`src/design/apct_pkg.sv`:
```
// ----------------------------------------------------------------------------
// apct_pkg
// Shared types and constants for the calibration pulse time correction block:
// table geometry, field widths, flag codes and configuration register indexes.
// ----------------------------------------------------------------------------
package apct_pkg;

    // table geometry (power-of-two sizes, index is {board, asic})
    localparam int NUM_BOARDS      = 64;
    localparam int ASICS_PER_BOARD = 4;
    localparam int TIME_FRAC_BITS  = 4;
    localparam int BOARD_W         = $clog2(NUM_BOARDS);
    localparam int ASIC_W          = $clog2(ASICS_PER_BOARD);
    localparam int TABLE_DEPTH     = NUM_BOARDS * ASICS_PER_BOARD;
    localparam int TABLE_AW        = BOARD_W + ASIC_W;

    // field widths
    localparam int CHAN_W = 3;
    localparam int TIME_W = 16;
    localparam int CORR_W = TIME_W + 1;
    localparam int FLAG_W = 2;

    // configuration port
    localparam int CFG_AW = 2;
    localparam int CFG_DW = 16;

    localparam logic [CFG_AW-1:0] CFG_CAL_CHANNEL      = 2'd0;
    localparam logic [CFG_AW-1:0] CFG_WINDOW_LOW       = 2'd1;
    localparam logic [CFG_AW-1:0] CFG_WINDOW_HIGH      = 2'd2;
    localparam logic [CFG_AW-1:0] CFG_SECOND_PULSE_GAP = 2'd3;

    // register reset values, whole bins scaled to fixed point
    localparam logic [CHAN_W-1:0] CAL_CHANNEL_RST = 3'd7;
    localparam logic [TIME_W-1:0] WINDOW_LOW_RST  = TIME_W'(150 << TIME_FRAC_BITS);
    localparam logic [TIME_W-1:0] WINDOW_HIGH_RST = TIME_W'(400 << TIME_FRAC_BITS);
    localparam logic [TIME_W-1:0] GAP_RST         = TIME_W'(65 << TIME_FRAC_BITS);

    // result flag codes
    localparam logic [FLAG_W-1:0] FLAG_NONE   = 2'd0;
    localparam logic [FLAG_W-1:0] FLAG_CAL    = 2'd1;
    localparam logic [FLAG_W-1:0] FLAG_CAND   = 2'd2;
    localparam logic [FLAG_W-1:0] FLAG_SECOND = 2'd3;

    // item kinds
    localparam logic FUNC_SEARCH = 1'b0;
    localparam logic FUNC_APPLY  = 1'b1;

    typedef struct packed {
        logic [CHAN_W-1:0] cal_channel;
        logic [TIME_W-1:0] window_low;
        logic [TIME_W-1:0] window_high;
        logic [TIME_W-1:0] second_pulse_gap;
    } cfg_t;

endpackage

```
`src/design/apct_ref_ram.sv`:
```
// ----------------------------------------------------------------------------
// apct_ref_ram
// Simple dual-port synchronous RAM, one write and one read port, registered
// read data.
// ----------------------------------------------------------------------------
module apct_ref_ram #(
    parameter int DEPTH = 256,
    parameter int WIDTH = 16
) (
    input  logic                     clk,
    input  logic                     we,
    input  logic [$clog2(DEPTH)-1:0] waddr,
    input  logic [WIDTH-1:0]         wdata,
    input  logic                     re,
    input  logic [$clog2(DEPTH)-1:0] raddr,
    output logic [WIDTH-1:0]         rdata
);

    logic [WIDTH-1:0] mem [DEPTH];
    logic [WIDTH-1:0] rdata_reg;

    // write port
    always_ff @(posedge clk)
    begin
        if (we)
        begin
            mem[waddr] <= wdata;
        end
    end

    // registered read port
    always_ff @(posedge clk)
    begin
        if (re)
        begin
            rdata_reg <= mem[raddr];
        end
    end

    assign rdata = rdata_reg;

endmodule

```
`src/design/apct_cfg_regs.sv`:
```
// ----------------------------------------------------------------------------
// apct_cfg_regs
// Configuration register file: calibration channel, search window bounds and
// second pulse gap, written through a plain indexed write port.
// ----------------------------------------------------------------------------
module apct_cfg_regs
    import apct_pkg::*;
(
    input  logic              clk,
    input  logic              rst_n,
    input  logic              cfg_we,
    input  logic [CFG_AW-1:0] cfg_addr,
    input  logic [CFG_DW-1:0] cfg_wdata,
    output cfg_t              cfg
);

    cfg_t cfg_reg;

    // register writes
    always_ff @(posedge clk or negedge rst_n)
    begin
        if (!rst_n)
        begin
            cfg_reg.cal_channel      <= CAL_CHANNEL_RST;
            cfg_reg.window_low       <= WINDOW_LOW_RST;
            cfg_reg.window_high      <= WINDOW_HIGH_RST;
            cfg_reg.second_pulse_gap <= GAP_RST;
        end
        else if (cfg_we)
        begin
            case (cfg_addr)
                CFG_CAL_CHANNEL:      cfg_reg.cal_channel      <= cfg_wdata[CHAN_W-1:0];
                CFG_WINDOW_LOW:       cfg_reg.window_low       <= cfg_wdata[TIME_W-1:0];
                CFG_WINDOW_HIGH:      cfg_reg.window_high      <= cfg_wdata[TIME_W-1:0];
                CFG_SECOND_PULSE_GAP: cfg_reg.second_pulse_gap <= cfg_wdata[TIME_W-1:0];
                default:              cfg_reg <= cfg_reg;
            endcase
        end
    end

    assign cfg = cfg_reg;

endmodule

```
`src/design/asic_cal_pulse_time_correction.sv`:
```
// ----------------------------------------------------------------------------
// asic_cal_pulse_time_correction
// Per-(board, asic) calibration pulse reference search and hit time
// correction, built around a reference time RAM with per-entry valid bits.
//
//   channel  | direction | handshake             | payload
//   ---------+-----------+-----------------------+------------------------------
//   hit      | in        | start && !busy        | func, first_in_event, board,
//            |           |                       | asic, channel, tdc_time,
//            |           |                       | is_candidate
//   result   | out       | done (one cycle)      | corrected_time, quality_ref,
//            |           |                       | flag_code
//   config   | in        | cfg_we                | cfg_addr, cfg_wdata
//
// The accept edge issues the RAM read; the next edge evaluates, writes the
// reference back and registers the result, so done rises in the cycle after
// the accept and busy covers the cycle between. No new hit is accepted while
// busy, as set by the RAM read-modify-write.
// Reset clears the valid bits at once; no clearing pass is needed. An item
// with first_in_event set clears all valid bits at its accept edge.
// The result receiver cannot stall; results are never held.
// ----------------------------------------------------------------------------
module asic_cal_pulse_time_correction
    import apct_pkg::*;
(
    input  logic                     clk,
    input  logic                     rst_n,
    // hit transaction
    input  logic                     start,
    output logic                     busy,
    input  logic                     func,
    input  logic                     first_in_event,
    input  logic [BOARD_W-1:0]       board,
    input  logic [ASIC_W-1:0]        asic,
    input  logic [CHAN_W-1:0]        channel,
    input  logic [TIME_W-1:0]        tdc_time,
    input  logic                     is_candidate,
    // result transaction
    output logic                     done,
    output logic signed [CORR_W-1:0] corrected_time,
    output logic [TIME_W-1:0]        quality_ref,
    output logic [FLAG_W-1:0]        flag_code,
    // configuration
    input  logic                     cfg_we,
    input  logic [CFG_AW-1:0]        cfg_addr,
    input  logic [CFG_DW-1:0]        cfg_wdata
);

    cfg_t cfg;

    logic                    accept;
    logic [TABLE_AW-1:0]     rd_idx;
    logic [TIME_W-1:0]       ram_rdata;

    // stage one: item waiting for its RAM read data
    logic                    s1_valid_reg;
    logic                    s1_func_reg;
    logic [TABLE_AW-1:0]     s1_idx_reg;
    logic [CHAN_W-1:0]       s1_chan_reg;
    logic [TIME_W-1:0]       s1_time_reg;
    logic                    s1_cand_reg;

    logic [TABLE_DEPTH-1:0]  valid_reg;

    // evaluation
    logic [TIME_W-1:0]       ref_t;
    logic                    on_cal;
    logic                    in_window;
    logic                    take_ref;
    logic                    ref_we;
    logic signed [CORR_W-1:0] corr;
    logic                    below_gap;

    logic                    done_reg;
    logic [CORR_W-1:0]       corr_reg;
    logic [CORR_W-1:0]       corr_next;
    logic [TIME_W-1:0]       qref_reg;
    logic [TIME_W-1:0]       qref_next;
    logic [FLAG_W-1:0]       flag_reg;
    logic [FLAG_W-1:0]       flag_next;

    apct_cfg_regs u_cfg (
        .clk       (clk),
        .rst_n     (rst_n),
        .cfg_we    (cfg_we),
        .cfg_addr  (cfg_addr),
        .cfg_wdata (cfg_wdata),
        .cfg       (cfg)
    );

    // hit accept and table index
    assign accept = start && !s1_valid_reg;
    assign rd_idx = {board, asic};

    apct_ref_ram #(
        .DEPTH (TABLE_DEPTH),
        .WIDTH (TIME_W)
    ) u_ram (
        .clk   (clk),
        .we    (ref_we),
        .waddr (s1_idx_reg),
        .wdata (s1_time_reg),
        .re    (accept),
        .raddr (rd_idx),
        .rdata (ram_rdata)
    );

    // stage one item capture
    always_ff @(posedge clk or negedge rst_n)
    begin
        if (!rst_n)
        begin
            s1_valid_reg <= 1'b0;
        end
        else
        begin
            s1_valid_reg <= accept;
        end
    end

    always_ff @(posedge clk)
    begin
        if (accept)
        begin
            s1_func_reg <= func;
            s1_idx_reg  <= rd_idx;
            s1_chan_reg <= channel;
            s1_time_reg <= tdc_time;
            s1_cand_reg <= is_candidate;
        end
    end

    // valid bits: cleared at event start, set on reference write
    always_ff @(posedge clk or negedge rst_n)
    begin
        if (!rst_n)
        begin
            valid_reg <= '0;
        end
        else if (accept && first_in_event)
        begin
            valid_reg <= '0;
        end
        else if (ref_we)
        begin
            valid_reg[s1_idx_reg] <= 1'b1;
        end
    end

    // reference lookup and search decision
    always_comb
    begin
        ref_t     = valid_reg[s1_idx_reg] ? ram_rdata : '0;
        on_cal    = (s1_chan_reg == cfg.cal_channel);
        in_window = (s1_time_reg > cfg.window_low) && (s1_time_reg < cfg.window_high);
        take_ref  = on_cal && in_window && ((s1_time_reg < ref_t) || (ref_t == '0));
        ref_we    = s1_valid_reg && (s1_func_reg == FUNC_SEARCH) && take_ref;
        corr      = $signed({1'b0, s1_time_reg}) - $signed({1'b0, ref_t});
        below_gap = corr < $signed({1'b0, cfg.second_pulse_gap});
    end

    // result values
    always_comb
    begin
        if (s1_func_reg == FUNC_SEARCH)
        begin
            corr_next = '0;
            qref_next = '0;
            flag_next = take_ref ? FLAG_CAND : FLAG_NONE;
        end
        else
        begin
            corr_next = corr;
            qref_next = ref_t;
            flag_next = s1_cand_reg ? FLAG_CAND : FLAG_NONE;
            if (ref_t != '0)
            begin
                if (!s1_cand_reg)
                begin
                    flag_next = FLAG_CAL;
                end
                if (on_cal && below_gap)
                begin
                    flag_next = FLAG_SECOND;
                end
            end
        end
    end

    // result registers
    always_ff @(posedge clk or negedge rst_n)
    begin
        if (!rst_n)
        begin
            done_reg <= 1'b0;
        end
        else
        begin
            done_reg <= s1_valid_reg;
        end
    end

    always_ff @(posedge clk)
    begin
        if (s1_valid_reg)
        begin
            corr_reg <= corr_next;
            qref_reg <= qref_next;
            flag_reg <= flag_next;
        end
    end

    assign busy           = s1_valid_reg;
    assign done           = done_reg;
    assign corrected_time = $signed(corr_reg);
    assign quality_ref    = qref_reg;
    assign flag_code      = flag_reg;

    // every item in flight (busy) yields a result on the following edge
    a_busy_then_done : assert property (@(posedge clk) disable iff (!rst_n)
        busy |=> done)
        else $error("accepted hit produced no result");

    // no result without an item in flight
    a_done_needs_item : assert property (@(posedge clk) disable iff (!rst_n)
        done |-> $past(busy))
        else $error("result without a hit in flight");

    // read-modify-write interlock: no back-to-back items
    a_interlock : assert property (@(posedge clk) disable iff (!rst_n)
        busy |=> !busy)
        else $error("second hit accepted during read-modify-write");

    // a held reference never leaves a hit unflagged
    a_ref_flagged : assert property (@(posedge clk) disable iff (!rst_n)
        (done && quality_ref != '0) |-> (flag_code != FLAG_NONE))
        else $error("hit with reference left unflagged");

endmodule

```
`config.mk`:
```
export PLATFORM = sky130hd
export DESIGN_NAME = asic_cal_pulse_time_correction
export DESIGN_NICKNAME = d
export VERILOG_FILES = /design/src/design/apct_pkg.sv /design/src/design/apct_ref_ram.sv /design/src/design/apct_cfg_regs.sv /design/src/design/asic_cal_pulse_time_correction.sv
export SDC_FILE = /design/constraint.sdc
export NUM_CORES = 2
export LEC_CHECK = 0
export BUFFER_PORTS_ARGS = -buffer_cell sky130_fd_sc_hd__clkbuf_2
export CELL_PAD_IN_SITES_DETAIL_PLACEMENT = 0
export CELL_PAD_IN_SITES_GLOBAL_PLACEMENT = 1
export CORE_MARGIN = 1
export CORE_UTILIZATION = 53
export CTS_BUF_LIST = sky130_fd_sc_hd__clkbuf_2 sky130_fd_sc_hd__clkbuf_4 sky130_fd_sc_hd__clkbuf_8
export DETAILED_ROUTE_END_ITERATION = 10
export PLACE_DENSITY = 0.9
export REMOVE_ABC_BUFFERS = 1
export SYNTH_ARGS = -nofsm -noshare
export SYNTH_HDL_FRONTEND = slang
export SYNTH_SLANG_ARGS = --single-unit
```
`constraint.sdc`:
```
create_clock -name clk -period 6.7 [get_ports clk]
set_input_delay 1.34 -clock clk [delete_from_list [all_inputs] [get_ports clk]]
set_output_delay 1.34 -clock clk [all_outputs]
set_load 0.01 [all_outputs]
```
==> flow_metrics.py <==
metrics = {
    "timing": {
        "fin_crit_ns": 6.53,
        "setup_viol": 0,
        "finClkSkew_ns": 0.0971,
        "rsz0062_at_grt": "false",
        "hold_viol": 0,
        "setup_tns_ns": 0,
        "post-route-period-util_pct": 97.4,
        "fmax_mhz": 153,
        "tightest_slew_ns": 1.37,
        "drv_slew": 0,
        "max-slew-margin-rel_pct": 8.63,
    },
    "placed_design": {
        "dp_hpwl_mm": 282,
        "gp_congestion": 0.911,
        "place_area_mm2": 0.184,
        "port_buffers": 88,
        "dp.cells": 12000,
    },
    "yosys": {
        "ys_ff_latch": 4485,
        "avgSynthCellArea_um2": 23.2,
        "synth_edf_count": 4176,
        "synth.distinct_cells": 63,
        "syn-instance-count": 7527,
        "synth.yosys.seq_area_share_pct": 76.4,
        "async_flop_share_pct": 6.89,
        "syn_area_mm2": 0.174,
        "ys.flop_type": "edfxtp_1",
        "yosysWarnings": 0,
    },
    "setup_path": {
        "arrival_ns": 7.40,
        "slowest_delay_ns": 0.67,
        "cp-start-kind": "register",
        "required_ns": 7.57,
        "path_max_fanout": 55,
        "crit_start": "s1_idx_reg[1]",
        "critPathSlowestCell": "mux2i_1",
        "r2r_end": "u_ram.mem[210][7]",
        "cp-end-kind": "register",
        "worst-setup-path-type": "reg -> reg",
        "reg2regPathDepth": 21,
        "crit_path_frequent_cell": "buf_12",
        "worstReg2RegStart": "s1_idx_reg[1]",
        "path_cells": "buf_12, mux2i_1, a22oi_1, nand3_1, nand4_1, and4_1, or2_2, buf_4, nand2_1, ha_1, a21o_1, a21o_1, a211oi_1, o21bai_1, a221oi_2, o21a_1, o211ai_4, buf_12, buf_12, nor3_2, buf_4",
        "rrSetupSlack_ns": 0.17,
    },
    "grt": {
        "first_global_vias": 89100,
        "grt_pass1_wl_mm": 647,
        "overflow": 0,
        "antenna_found_initial": 31,
        "grt_usage_pct": 27.6,
        "grt_max_degree": 172,
    },
    "drt": {
        "drc": 0,
        "vias": 88000,
        "routed_wl_mm": 457,
        "wl_per_cell_um": 34.5,
        "via_per_inst": 6.64,
        "ant_nets": 0,
        "drt_iter0_drc": 12500,
        "first_pass_iters": 6,
    },
    "finish": {
        "num-fill-cells": 21000,
        "drive_gt1_share_pct": 37.5,
        "final_nets": 8462,
        "largest_reg_flops": 4096,
        "area_growth_pct": 13.3,
        "fin_cells": 13200,
        "stdcell_area_mm2": 0.198,
    },
    "clock_tree": {
        "clk_latency_ns": 1.26,
        "ctsRootBufferMaster": "clkbuf_8",
        "clk_pin_slew_ns": 0.06,
        "cts_tree": "yes",
        "cts-buffers-inserted": 670,
        "clockBufferDepth": 4,
        "post-cts-setup-buffers": 0,
        "cts_num_sinks": 4485,
        "ctsHoldBuffers": 0,
        "htreeDepth": 6,
    },
    "floorplan": {
        "std_cell_rows": 210,
        "ios": 89,
        "die_y_um": 576,
        "core_area_mm2": 0.327,
        "fp.dieArea_mm2": 0.331,
        "start_util_pct": 53.3,
        "fp.dieW_um": 576,
    },
    "power": {
        "power.density_mw_per_mm2": 286,
        "p_leak_nw": 63.9,
        "max-vdd-ir-drop_uv": 226,
    },
    "run_status": {
        "status": "finished clean",
    },
    "job": {
        "cap_violations": 0,
    },
    "min_path": {
        "hp-class": "in -> async",
    },
}
kinds of logic after synthesis:
group | share of synthesized area, %
flip-flops | 76.4
adder cells (fa/ha/maj) | 0.456
multiplexers | 18.7
AND/OR/NAND/NOR | 1.55
AO/OA/AOI/OAI | 1.65
buffers and inverters | 1.19
XOR/XNOR | 0.0703
critical path, delay by kind of cell, from the launching register on:
family | cells | cell delay (ns)
compound gates | 8 | 1.81
fa+ha+maj | 1 | 0.28
buf+inv | 5 | 1.41
flops | 1 | 0.46
mux | 1 | 0.67
simple gates | 6 | 1.30
timing repair:
action / CTS / global route
endpoints found under the hold margin: 0 / 0
gates resized for setup: 0 / 16
endpoints found under the setup margin: 0 / 2046
metal layers:
metal	global-route usage, %	routed length (um)	part of all wire (%)	vias up
met5	0	215	0.047	-
li1	-	-	-	33800
met2	43.6	220000	48	6920
met3	6.78	53900	12	1288
met1	35.4	154000	34	46000
met4	15.6	29100	6.4	28
cells in the final DEF (no fill, tap or decap), types with 8 or more instances in the layout:
master / count
edfxtp_1: 4176
buf_6: 9
o21a_1: 201
bufinv_16: 15
inv_12: 8
clkinv_1: 129
xnor2_1: 8
nand2_1: 180
mux4_2: 1400
nor3_1: 13
inv_1: 54
ha_1: 62
clkinv_8: 14
dfrtp_1: 296
o21ai_2: 61
mux2_2: 55
diode_2: 13
buf_4: 375
dfstp_2: 12
nor3_2: 128
and2_1: 21
o21ai_0: 20
and3_1: 20
nor2_1: 159
nand3_1: 19
mux2i_1: 47
a22oi_1: 19
inv_16: 15
clkbuf_2: 81
buf_12: 102
a21o_1: 13
nor2b_1: 14
nand4_1: 8
clkinv_2: 94
clkbuf_4: 218
a21oi_1: 29
clkbuf_8: 695
clkinvlp_4: 12
where the power goes:
group | switching, W | internal [W] | total (W)
clock | 0.0107 | 0.0116 | 0.0223
combinational | 0.00201 | 0.00126 | 0.00328
sequential | 0.000103 | 0.0307 | 0.0308
total | 0.0128 | 0.0436 | 0.0564
cell type report:
cell class	instances	area [um^2]	share of cell area, %
flip-flops and latches	4485	133000	67.4
multi-input cells	2564	39800	20.2
clock buffers	913	11200	5.67
repair buffers	572	5450	2.76
well taps	4346	5440	2.75
clock inverters	299	2270	1.15
inverters	54	203	0.103
diodes	13	32.5	0.0165
cells in the mapped netlist (13+ instances only):
library cell     n  area [um^2]
mux2_2          55          619
buf_2           85          425
o21ai_2         61          534
edfxtp_1      4176       125000
a22oi_1         19          143
nand3_1         19         95.1
mux2i_1         49          490
nor2_1         163          612
buf_1           74          278
ha_1            62          776
o21ai_0         20          100
nand2_1        181          679
and2_1          21          131
nor2b_1         15         93.8
and3_1          20          125
o21a_1         201         1510
nor3_1         141          706
a21oi_1         29          145
mux4_2        1400        31500
dfrtp_1        297         7430
clkbuf_1       238          893
inv_1           54          203
a21o_1          13         97.6
buf_6           21          236
worst max-delay path by stage:
| stage | end | slack, ns |
|---|---|---|
| after global placement | flag_code[0] | 0.17 |
| final | u_ram.mem[210][7] | 0.17 |
| after floorplan | valid_reg[13] | -4.16 |
| after global routing | u_ram.mem[132][0] | 0.01 |
| after CTS | u_ram.mem[204][10] | 0.01 |
| after detailed placement | u_ram.mem[204][0] | 0.12 |
through the flow:
stage / hold WS, ns / util, % / setup slack (ns) / total power, W
after global routing: 0.217 / 60.4 / 0.0139 / 0.0579
final: 0.167 / 60.4 / 0.172 / 0.0564
after global placement: 0.456 / 56.2 / 0.167 / 0.0345
after floorplan: 0.445 / - / -4.16 / 0.0330
after detailed placement: 0.462 / 56.2 / 0.120 / 0.0347
after CTS: 0.120 / 60.3 / 0.0139 / 0.0566
(Power assumes the default switching activity.)
